`src/rtl/r2fft_pkg.sv`:
```
// shared types, constants and the twiddle generator for the radix-2 fft
// no dependencies
package r2fft_pkg;

    localparam int ACC_BITS = 24;
    localparam int TW_BITS  = 17;

    typedef enum logic [1:0] {
        REG_DIRECTION = 2'd0,
        REG_LEN_LOG2  = 2'd1
    } reg_index_t;

    typedef enum logic [1:0] {
        SRC_COPY = 2'd0,
        SRC_BF_A = 2'd1,
        SRC_BF_B = 2'd2
    } res_src_t;

    typedef enum logic [2:0] {
        ST_IDLE,
        ST_COPY,
        ST_COPY_TAIL,
        ST_BF_RD,
        ST_BF_MUL,
        ST_BF_SUM,
        ST_BF_WA,
        ST_BF_WB
    } state_t;

    typedef struct packed {
        logic     load_we;
        logic     res_we;
        res_src_t res_src;
        logic     bf_mul;
        logic     bf_sum;
        logic     last_stage;
        logic     fwd;
        logic     clear_flag;
        logic     frame_done;
    } cmd_t;

    // floor integer square root, elaboration only
    function automatic longint unsigned isqrt64(longint unsigned x_in);
        longint unsigned x;
        longint unsigned res;
        longint unsigned bitv;
        x    = x_in;
        res  = 0;
        bitv = 64'd1 << 62;
        for (int i = 0; i < 32; i++)
        begin
            if (bitv > x)
                bitv = bitv >> 2;
        end
        for (int i = 0; i < 32; i++)
        begin
            if (bitv != 0)
            begin
                if (x >= res + bitv)
                begin
                    x   = x - (res + bitv);
                    res = (res >> 1) + bitv;
                end
                else
                begin
                    res = res >> 1;
                end
                bitv = bitv >> 2;
            end
        end
        return res;
    endfunction

    // {cos, sin} of twiddle k, scale 2^15, elaboration only
    function automatic logic [2*TW_BITS-1:0] tw_entry(int maxlog, int k);
        longint bc [0:12];
        longint bs [0:12];
        longint c;
        longint s;
        longint nc;
        longint ns;
        longint one;
        longint unsigned pc;
        longint unsigned ps;
        longint rc;
        longint rs;
        one = 64'sd1 <<< 30;
        for (int m = 0; m <= 12; m++)
        begin
            bc[m] = 0;
            bs[m] = 0;
        end
        bc[0] = one;
        bc[1] = -one;
        for (int m = 2; m <= 12; m++)
        begin
            if (m <= maxlog)
            begin
                pc    = longint'(unsigned'((one + bc[m-1]) >>> 1));
                ps    = longint'(unsigned'((one - bc[m-1]) >>> 1));
                bc[m] = longint'(isqrt64(pc << 30));
                bs[m] = longint'(isqrt64(ps << 30));
            end
        end
        c = one;
        s = 0;
        for (int b = 0; b < 11; b++)
        begin
            if ((b + 1 < maxlog) && (((k >> b) & 1) == 1))
            begin
                nc = (c * bc[maxlog-b] - s * bs[maxlog-b] + (64'sd1 <<< 29)) >>> 30;
                ns = (c * bs[maxlog-b] + s * bc[maxlog-b] + (64'sd1 <<< 29)) >>> 30;
                c  = nc;
                s  = ns;
            end
        end
        rc = (c + 64'sd16384) >>> 15;
        rs = (s + 64'sd16384) >>> 15;
        return {rc[TW_BITS-1:0], rs[TW_BITS-1:0]};
    endfunction

endpackage

```
`src/rtl/r2fft_ctrl.sv`:
```
// sequencer of the radix-2 fft: load count, copy pass, butterfly schedule, output marks
// depends on r2fft_pkg
module r2fft_ctrl #(
    parameter int MAX_LOG_POINTS = 10,
    parameter int TAW = (MAX_LOG_POINTS > 1) ? MAX_LOG_POINTS - 1 : 1
) (
    input  logic                      clk,
    input  logic                      rst_n,
    input  logic                      start,
    output logic                      busy,
    input  logic                      cfg_we,
    input  logic [1:0]                cfg_index,
    input  logic [3:0]                cfg_data,
    output r2fft_pkg::cmd_t           cmd,
    output logic [MAX_LOG_POINTS-1:0] load_waddr,
    output logic [MAX_LOG_POINTS-1:0] load_raddr,
    output logic [MAX_LOG_POINTS-1:0] res_waddr,
    output logic [MAX_LOG_POINTS-1:0] res_raddr_a,
    output logic [MAX_LOG_POINTS-1:0] res_raddr_b,
    output logic [TAW-1:0]            tw_addr,
    output logic                      bin_valid,
    output logic [MAX_LOG_POINTS-1:0] bin_index,
    output logic                      bin_last
);
    import r2fft_pkg::*;

    localparam int AW = MAX_LOG_POINTS;
    localparam int LW = $clog2(MAX_LOG_POINTS + 1);
    localparam logic [LW-1:0] LEN_MAX = LW'(AW);
    localparam logic [LW-1:0] LEN_RST = LW'((AW < 10) ? AW : 10);

    state_t state_reg, state_next;
    logic          dir_reg, dir_next;
    logic          fwd_reg, fwd_next;
    logic [LW-1:0] len_reg, len_next;
    logic [AW-1:0] load_count_reg, load_count_next;
    logic          frame_ready_reg, frame_ready_next;
    logic [AW-1:0] cnt_reg, cnt_next;
    logic [AW-1:0] copy_idx_reg, copy_idx_next;
    logic [LW-1:0] stage_reg, stage_next;
    logic [AW-1:0] bf_reg, bf_next;
    logic          bin_valid_reg, bin_valid_next;
    logic [AW-1:0] bin_index_reg, bin_index_next;
    logic          bin_last_reg, bin_last_next;

    logic          accept;
    logic [AW-1:0] nmask;
    logic [AW-1:0] hmask;
    logic [LW-1:0] stage_m1;
    logic [AW-1:0] low;
    logic [AW-1:0] i1;
    logic [AW-1:0] i2;
    logic [AW-1:0] ti_full;
    logic [AW-1:0] rev_idx;
    logic [4:0]    len_in;

    function automatic logic [AW-1:0] bit_rev(logic [AW-1:0] x);
        logic [AW-1:0] r;
        for (int b = 0; b < AW; b++)
            r[b] = x[AW-1-b];
        return r;
    endfunction

    assign busy     = (state_reg != ST_IDLE);
    assign accept   = start && !busy;
    assign nmask    = {AW{1'b1}} >> (LEN_MAX - len_reg);
    assign hmask    = nmask >> 1;
    assign stage_m1 = stage_reg - LW'(1);
    assign low      = bf_reg & ~({AW{1'b1}} << stage_m1);
    assign i1       = ((bf_reg >> stage_m1) << stage_reg) | low;
    assign i2       = i1 | (AW'(1) << stage_m1);
    assign ti_full  = low << (LEN_MAX - stage_reg);
    assign rev_idx  = bit_rev(copy_idx_reg) >> (LEN_MAX - len_reg);
    assign len_in   = {1'b0, cfg_data};

    assign load_waddr  = load_count_reg;
    assign load_raddr  = cnt_reg;
    assign res_raddr_a = busy ? i1 : load_count_reg;
    assign res_raddr_b = i2;
    assign tw_addr     = ti_full[TAW-1:0];
    assign bin_valid   = bin_valid_reg;
    assign bin_index   = bin_index_reg;
    assign bin_last    = bin_last_reg;

    always_comb
    begin
        state_next       = state_reg;
        dir_next         = dir_reg;
        fwd_next         = fwd_reg;
        len_next         = len_reg;
        load_count_next  = load_count_reg;
        frame_ready_next = frame_ready_reg;
        cnt_next         = cnt_reg;
        copy_idx_next    = copy_idx_reg;
        stage_next       = stage_reg;
        bf_next          = bf_reg;
        bin_valid_next   = 1'b0;
        bin_index_next   = bin_index_reg;
        bin_last_next    = bin_last_reg;
        cmd              = '0;
        cmd.res_src      = SRC_COPY;
        cmd.fwd          = fwd_reg;
        cmd.last_stage   = (stage_reg == len_reg);
        res_waddr        = i1;

        if (cfg_we && cfg_index == REG_DIRECTION)
            dir_next = cfg_data[0];
        if (cfg_we && cfg_index == REG_LEN_LOG2)
        begin
            if (len_in < 5'd1)
                len_next = LW'(1);
            else if (len_in > 5'(AW))
                len_next = LEN_MAX;
            else
                len_next = len_in[LW-1:0];
        end

        case (state_reg)
            ST_IDLE:
            begin
                if (accept)
                begin
                    cmd.load_we    = 1'b1;
                    bin_valid_next = frame_ready_reg;
                    bin_index_next = load_count_reg;
                    bin_last_next  = (load_count_reg == nmask);
                    if (load_count_reg == nmask)
                    begin
                        // frame full: latch direction and start the transform
                        load_count_next  = '0;
                        frame_ready_next = 1'b0;
                        fwd_next         = dir_reg;
                        cnt_next         = '0;
                        state_next       = ST_COPY;
                    end
                    else
                    begin
                        load_count_next = load_count_reg + AW'(1);
                    end
                end
                else if (cfg_we && cfg_index == REG_LEN_LOG2)
                begin
                    load_count_next  = '0;
                    frame_ready_next = 1'b0;
                end
            end
            ST_COPY:
            begin
                // write comes in the cycle after the read
                cmd.clear_flag = 1'b1;
                cmd.res_we     = (cnt_reg != '0);
                res_waddr      = rev_idx;
                copy_idx_next  = cnt_reg;
                cnt_next       = cnt_reg + AW'(1);
                if (cnt_reg == nmask)
                    state_next = ST_COPY_TAIL;
            end
            ST_COPY_TAIL:
            begin
                cmd.res_we = 1'b1;
                res_waddr  = rev_idx;
                stage_next = LW'(1);
                bf_next    = '0;
                state_next = ST_BF_RD;
            end
            ST_BF_RD:
            begin
                state_next = ST_BF_MUL;
            end
            ST_BF_MUL:
            begin
                cmd.bf_mul = 1'b1;
                state_next = ST_BF_SUM;
            end
            ST_BF_SUM:
            begin
                cmd.bf_sum = 1'b1;
                state_next = ST_BF_WA;
            end
            ST_BF_WA:
            begin
                cmd.res_we  = 1'b1;
                cmd.res_src = SRC_BF_A;
                res_waddr   = i1;
                state_next  = ST_BF_WB;
            end
            ST_BF_WB:
            begin
                cmd.res_we  = 1'b1;
                cmd.res_src = SRC_BF_B;
                res_waddr   = i2;
                state_next  = ST_BF_RD;
                if (bf_reg == hmask)
                begin
                    bf_next = '0;
                    if (stage_reg == len_reg)
                    begin
                        cmd.frame_done   = 1'b1;
                        frame_ready_next = 1'b1;
                        state_next       = ST_IDLE;
                    end
                    else
                    begin
                        stage_next = stage_reg + LW'(1);
                    end
                end
                else
                begin
                    bf_next = bf_reg + AW'(1);
                end
            end
            default:
            begin
                state_next = ST_IDLE;
            end
        endcase
    end

    always_ff @(posedge clk or negedge rst_n)
    begin
        if (!rst_n)
        begin
            state_reg       <= ST_IDLE;
            dir_reg         <= 1'b1;
            fwd_reg         <= 1'b1;
            len_reg         <= LEN_RST;
            load_count_reg  <= '0;
            frame_ready_reg <= 1'b0;
            cnt_reg         <= '0;
            stage_reg       <= LW'(1);
            bf_reg          <= '0;
            bin_valid_reg   <= 1'b0;
        end
        else
        begin
            state_reg       <= state_next;
            dir_reg         <= dir_next;
            fwd_reg         <= fwd_next;
            len_reg         <= len_next;
            load_count_reg  <= load_count_next;
            frame_ready_reg <= frame_ready_next;
            cnt_reg         <= cnt_next;
            stage_reg       <= stage_next;
            bf_reg          <= bf_next;
            bin_valid_reg   <= bin_valid_next;
        end
    end

    always_ff @(posedge clk)
    begin
        copy_idx_reg  <= copy_idx_next;
        bin_index_reg <= bin_index_next;
        bin_last_reg  <= bin_last_next;
    end

endmodule

```
`config.mk`:
```
export PLATFORM = sky130hd
export DESIGN_NAME = r2fft_ctrl
export DESIGN_NICKNAME = d
export VERILOG_FILES = /design/src/rtl/r2fft_pkg.sv /design/src/rtl/r2fft_ctrl.sv
export SDC_FILE = /design/constraint.sdc
export NUM_CORES = 1
export LEC_CHECK = 0
export ABC_AREA = 1
export BUFFER_PORTS_ARGS = -buffer_cell sky130_fd_sc_hd__clkbuf_2
export CAP_MARGIN = 5
export CORE_UTILIZATION = 50
export CTS_CLUSTER_SIZE = 10
export DETAILED_ROUTE_END_ITERATION = 8
export PLACE_DENSITY_LB_ADDON = 0.15
export SLEW_MARGIN = 40
export SYNTH_ARGS = -nofsm -noshare
export SYNTH_HDL_FRONTEND = slang
export SYNTH_SLANG_ARGS = --single-unit
```
`constraint.sdc`:
```
create_clock -name clk -period 4.75 [get_ports clk]
set_clock_uncertainty 0.1 [all_clocks]
set_input_delay 0.7125 -clock clk [delete_from_list [all_inputs] [get_ports clk]]
set_output_delay 0.7125 -clock clk [all_outputs]
set_load 0.02 [all_outputs]
```
Word level (Yosys, flattened, before mapping)
Cells that the tools add are included.
- register bits: 66
- logic and storage cells: 113
- output and inout port bits: 82
- multiplexer cells: 39
- order comparisons: 2
- reduce and logical (&&, ||, !) cells: 21
- shifts and indexed selects: 7
- eq/ne operators: 20
- add/subtract/negate cells: 7
- bitwise gates (word level): 4
- operator list (cell ; count):
    two-way mux 10 bit ; 7
    one-hot mux 10 bit (2 select lines) ; 3
    adder 10 x 1 -> 10 bit, second input constant ; 3
    one-hot mux 3 bit (8 select lines) ; 1
    == test 10 bit ; 2
    OR 10 bit ; 2
    right shift 10 x 4 -> 10 bit ; 2
    two-way mux 4 bit ; 4
    two-way mux 1 bit ; 15
    == test 3 bit, second input constant ; 4
    inequality test 2 bit, second input constant ; 6
    AND reduction 3 bit ; 4
    AND 10 bit ; 1
    == test 10 x 9 -> 1 bit ; 1
    NOT 10 bit ; 1
    nonzero test 10 bit ; 1
    << shifter 1 x 4 -> 10 bit, first input constant ; 1
    << shifter 10 x 4 -> 10 bit ; 1
    << shifter 10 x 4 -> 10 bit, first input constant ; 1
    << shifter 10 x 4 -> 9 bit ; 1
    right shift 10 x 4 -> 10 bit, first input constant ; 1
    two-way mux 3 bit ; 3
    one-hot mux 4 bit (2 select lines) ; 1
    nonzero test 2 bit ; 4
    other kinds (22) ; 30

Longest topological paths before layout
- depth in word-level cells: 7
- gate-level depth with buffers: 20
- depth with buffers taken out: 17

Worst setup path before layout
OpenSTA, ideal clock, no wires.
- path kind: register to output
- start: reg stage_reg[0]
- end: out tw_addr[7]
- arrival time: 3.152 ns
- buffers on the path: 4
- stages on the path, launching flop included: 17
- setup slack: 0.785 ns
- data required time: 3.938 ns
- path through: dfstp_2 > inv_2 > buf_2 > buf_2 > buf_1 > ha_1 > inv_1 > ha_1 > buf_2 > clkinv_1 > o21ai_0 > nand2_1 > inv_1 > nand2_1 > o21ai_0 > nor2_1 > o32ai_1
- word-level cells in the longest chain between the ends: 5
- elaborated cells between the ends (all ways): 6
- ends and longest elaborated chain (item ; line ; RTL):
    from (decl) ; r2fft_ctrl.sv:40 ; logic [LW-1:0] stage_reg, stage_next;
    from (signal assigned) ; r2fft_ctrl.sv:243 ; stage_reg <= stage_next;
    subtractor 4 x 1 -> 4 bit ; r2fft_ctrl.sv:68 ; assign stage_m1 = stage_reg - LW'(1);
    << shifter 10 x 4 -> 10 bit ; r2fft_ctrl.sv:69 ; assign low = bf_reg & ~({AW{1'b1}} << stage_m1);
    NOT 10 bit ; r2fft_ctrl.sv:69 ;
    AND 10 bit ; r2fft_ctrl.sv:69 ;
    << shifter 10 x 4 -> 9 bit * ; r2fft_ctrl.sv:72 ; assign ti_full = low << (LEN_MAX - stage_reg);
    to (decl) ; r2fft_ctrl.sv:20 ; output logic [TAW-1:0] tw_addr,
Every way passes the cells marked *; elsewhere a longest branch is shown, timed or not.

Worst setup path in the final report
- start: reg stage_reg[1]
- end: out res_raddr_a[6]
- word-level cells in the longest chain between the ends: 6
- elaborated cells between the ends (all ways): 8
- ends and longest elaborated chain (item ; line ; RTL):
    branches (longest 4 deep; another with subtractor 4 x 1 -> 4 bit) ; - ;
    OR 10 bit * ; r2fft_ctrl.sv:70 ; assign i1 = ((bf_reg >> stage_m1) << stage_reg) | low;
    two-way mux 10 bit * ; r2fft_ctrl.sv:78 ; assign res_raddr_a = busy ? i1 : load_count_reg;
    to (decl) ; r2fft_ctrl.sv:18 ; output logic [MAX_LOG_POINTS-1:0] res_raddr_a,
Every way passes the cells marked *.

==> run metrics <==
number of failing hold endpoints at the final stage 0; max incr delay on CP 0.53 ns; # setup viols final 0; Leak 0.00328 uW; H-tree levels 3; effective utilization at floorplan 52.0%; power per cell area 732 nW/um2; antenna-violating nets left 0; number of clock sinks 66; Setup Crit Path Kind reg -> out; drt first pass iters 5; postcts setup bufs 0; worst-skew pair later-pin latency 0.34 ns; number of vias per cell 5.71; unique cell type count in the Yosys netlist 50; num rows 38; slew at the pin closest to its max-slew limit 0.776 ns; Final Max Tran Viols 0; synthesized area per cell 6.53 um2; share of cells above drive strength 1 16.6%; Async S/R FF share, synth 68.2%; TritonCTS clock tree done; wire length of the first global-routing pass 31000 um; chip height 109 um; WL met3 1290 um; Post-Synthesis Net Count 900; average wire per cell in the routed design 17.9 um; largest net degree at the start of global routing 46; gp weighted congestion 1.02; CP dominant cell by count nand2_1; arrival time reported for the critical path endpoint 3.39 ns; signed area change from the synthesized netlist to the final layout 14.7%; Hold Worst Slack 0.367 ns; Cell Area, Synth 5710 um2; Critical Path, Cell by Cell inv_2 -> ha_1 -> inv_1 -> ha_1 -> clkinv_1 -> nand2_1 -> o21ai_0 -> a21oi_1 -> nor2_1 -> nand2_1 -> nand2_1 -> nand2_1 -> o21ai_0 -> clkbuf_2; headroom to the max-slew limit 48.2%; met1 WL 8210 um; Final period util 88.4%; top-count cell post-synth nand2_1; dominant synthesized flop cell dfrtp_1; total half-perimeter wirelength after legalization and detailed placement 15300 um; setup repair after global routing missed its margin false; total of cells resized after clock tree synthesis 0; Die Area 11900 um2; MaxCap Viol Count 0; startpoint type of the worst setup path flip-flop; global route total overflow 0; number of global-route vias before repair 5725; number of nets in the layout 981; WP buf/inv 4; worst-path maximum fanout 12; fraction of the yosys area taken by sequential cells 30.9%; total wirelength of the detailed-routed design 19700 um; standard cell with the maximum stage delay on the critical path ha_1; number of flops mapped to enable cells by yosys 21; number of buffers created by CTS 9; number of instances in the synthesized netlist 874; Setup Total Neg Slack 0 ns; dominant cells by area after synthesis nand2_1, dfrtp_1, edfxtp_1, nand3_1, inv_1; post-synthesis cell type with the largest combined area nand2_1; post-synthesis sequential element count 66; Root Buffer Master clkbuf_16; count of boundary I/O pins 92; highest routed metal layer met4; worst hold-check path type in -> async; register clock-pin slew on the reported worst setup and hold paths 0.06 ns; DRC marker count from the first detailed-route iteration 578; total met2 wirelength after detailed routing 9150 um; total of warnings raised by yosys 0; portion of synthesized cell area occupied by the leading cell type 17.8%; hold_buf cts 0; antenna violations before repair 0; standard cell core area 11000 um2; Chip Width 109 um; overall routing resource usage 35.3%; most frequent cells after synthesis nand2_1, nand3_1, inv_1; antenna diode count 0; maximum vdd drop 468 uV; Worst Setup End Kind output pin; maximum clock frequency 238 MHz; status complete, no violations; number of buffers on the longest clock path 2; fin crit period 4.20 ns; Largest delay share family, worst path buffers and inverters; DRC Markers 0; total number of vias 6277; number of buffers added on ports 91; required time of the worst setup path 3.94 ns
## area by class of cell
class | instances | area (um2)
Inverter | 97 | 364
Multi-Input combinational cell | 679 | 3410
Clock buffer | 11 | 243
Fill cell | 1089 | 4430
Timing Repair Buffer | 102 | 538
Clock inverter | 5 | 55.1
Sequential cell | 66 | 1760
Tap cell | 140 | 175
## cells by family after synthesis
family                   count (synthesis)  share of synthesized area (%)
AO/OA/AOI/OAI                          126                           12.6
buffers and inverters                  129                           9.53
AND/OR/NAND/NOR                        511                           39.4
adder cells (fa/ha/maj)                 16                           3.51
multiplexers                             2                          0.351
flip-flops                              66                           30.9
XOR/XNOR                                24                           3.68
## stage by stage
step | util [%] | instance area [um2] | total power (uW) | setup slack [ns] | std cells
finish | 59.6 | 6550 | 4790 | 0.550 | 1100
floorplan | - | 5710 | 3080 | 0.785 | 874
CTS | 59.6 | 6550 | 4750 | 0.625 | 1100
global route | 59.6 | 6550 | 5140 | 0.305 | 1100
global placement | 56.9 | 6250 | 4100 | 0.859 | 1084
detailed placement | 56.9 | 6250 | 4070 | 0.989 | 1084
## worst paths after layout
kind / to / slack (ns) / cells past startpoint / start
setup / recovery: res_raddr_a[6] / 0.55 / 14 / stage_reg[1]
hold / removal: load_raddr[6] / 0.37 / 2 / rst_n
setup reg to reg: load_raddr[0] / 1.33 / 15 / len_reg[0]
hold reg to reg: fwd_reg / 0.38 / 2 / fwd_reg
max in group asynchronous: load_waddr[1] / 3.77 / 2 / rst_n
min in group clk: fwd_reg / 0.38 / 2 / fwd_reg
## cell usage in the layout, fill, tap and decap left out, drive strengths merged
cell type  instances
a21oi             21
a31o               1
a31oi              4
buf               11
bufinv             1
clkbuf           102
clkinv             4
clkinvlp           2
dfrtp             40
dfstp              5
edfxtp            21
ha                16
inv               95
mux2i              2
nand2            282
nand2b             1
nand3            116
nand4             15
nor2              74
nor3              16
nor4               5
o211ai             6
o21a               1
o21ai             72
o21bai             1
o221ai             3
o22ai             14
o31ai              1
o32ai              1
o41ai              1
or2                2
xnor2              2
xor2              22
## per-layer routing
metal,GRT usage [%],up-vias
met5,0,-
met4,17.5,0
met3,5.98,81
met2,58.0,309
met1,44.7,2825
li1,-,3062
## power by group
part           leakage, uW  switching [uW]  internal, uW
combinational      0.00235            2320           906
sequential        0.000779             169           731
clock             0.000142             251           418
total              0.00328            2740          2060
Note: power is estimated with default switching activity, not from simulation.
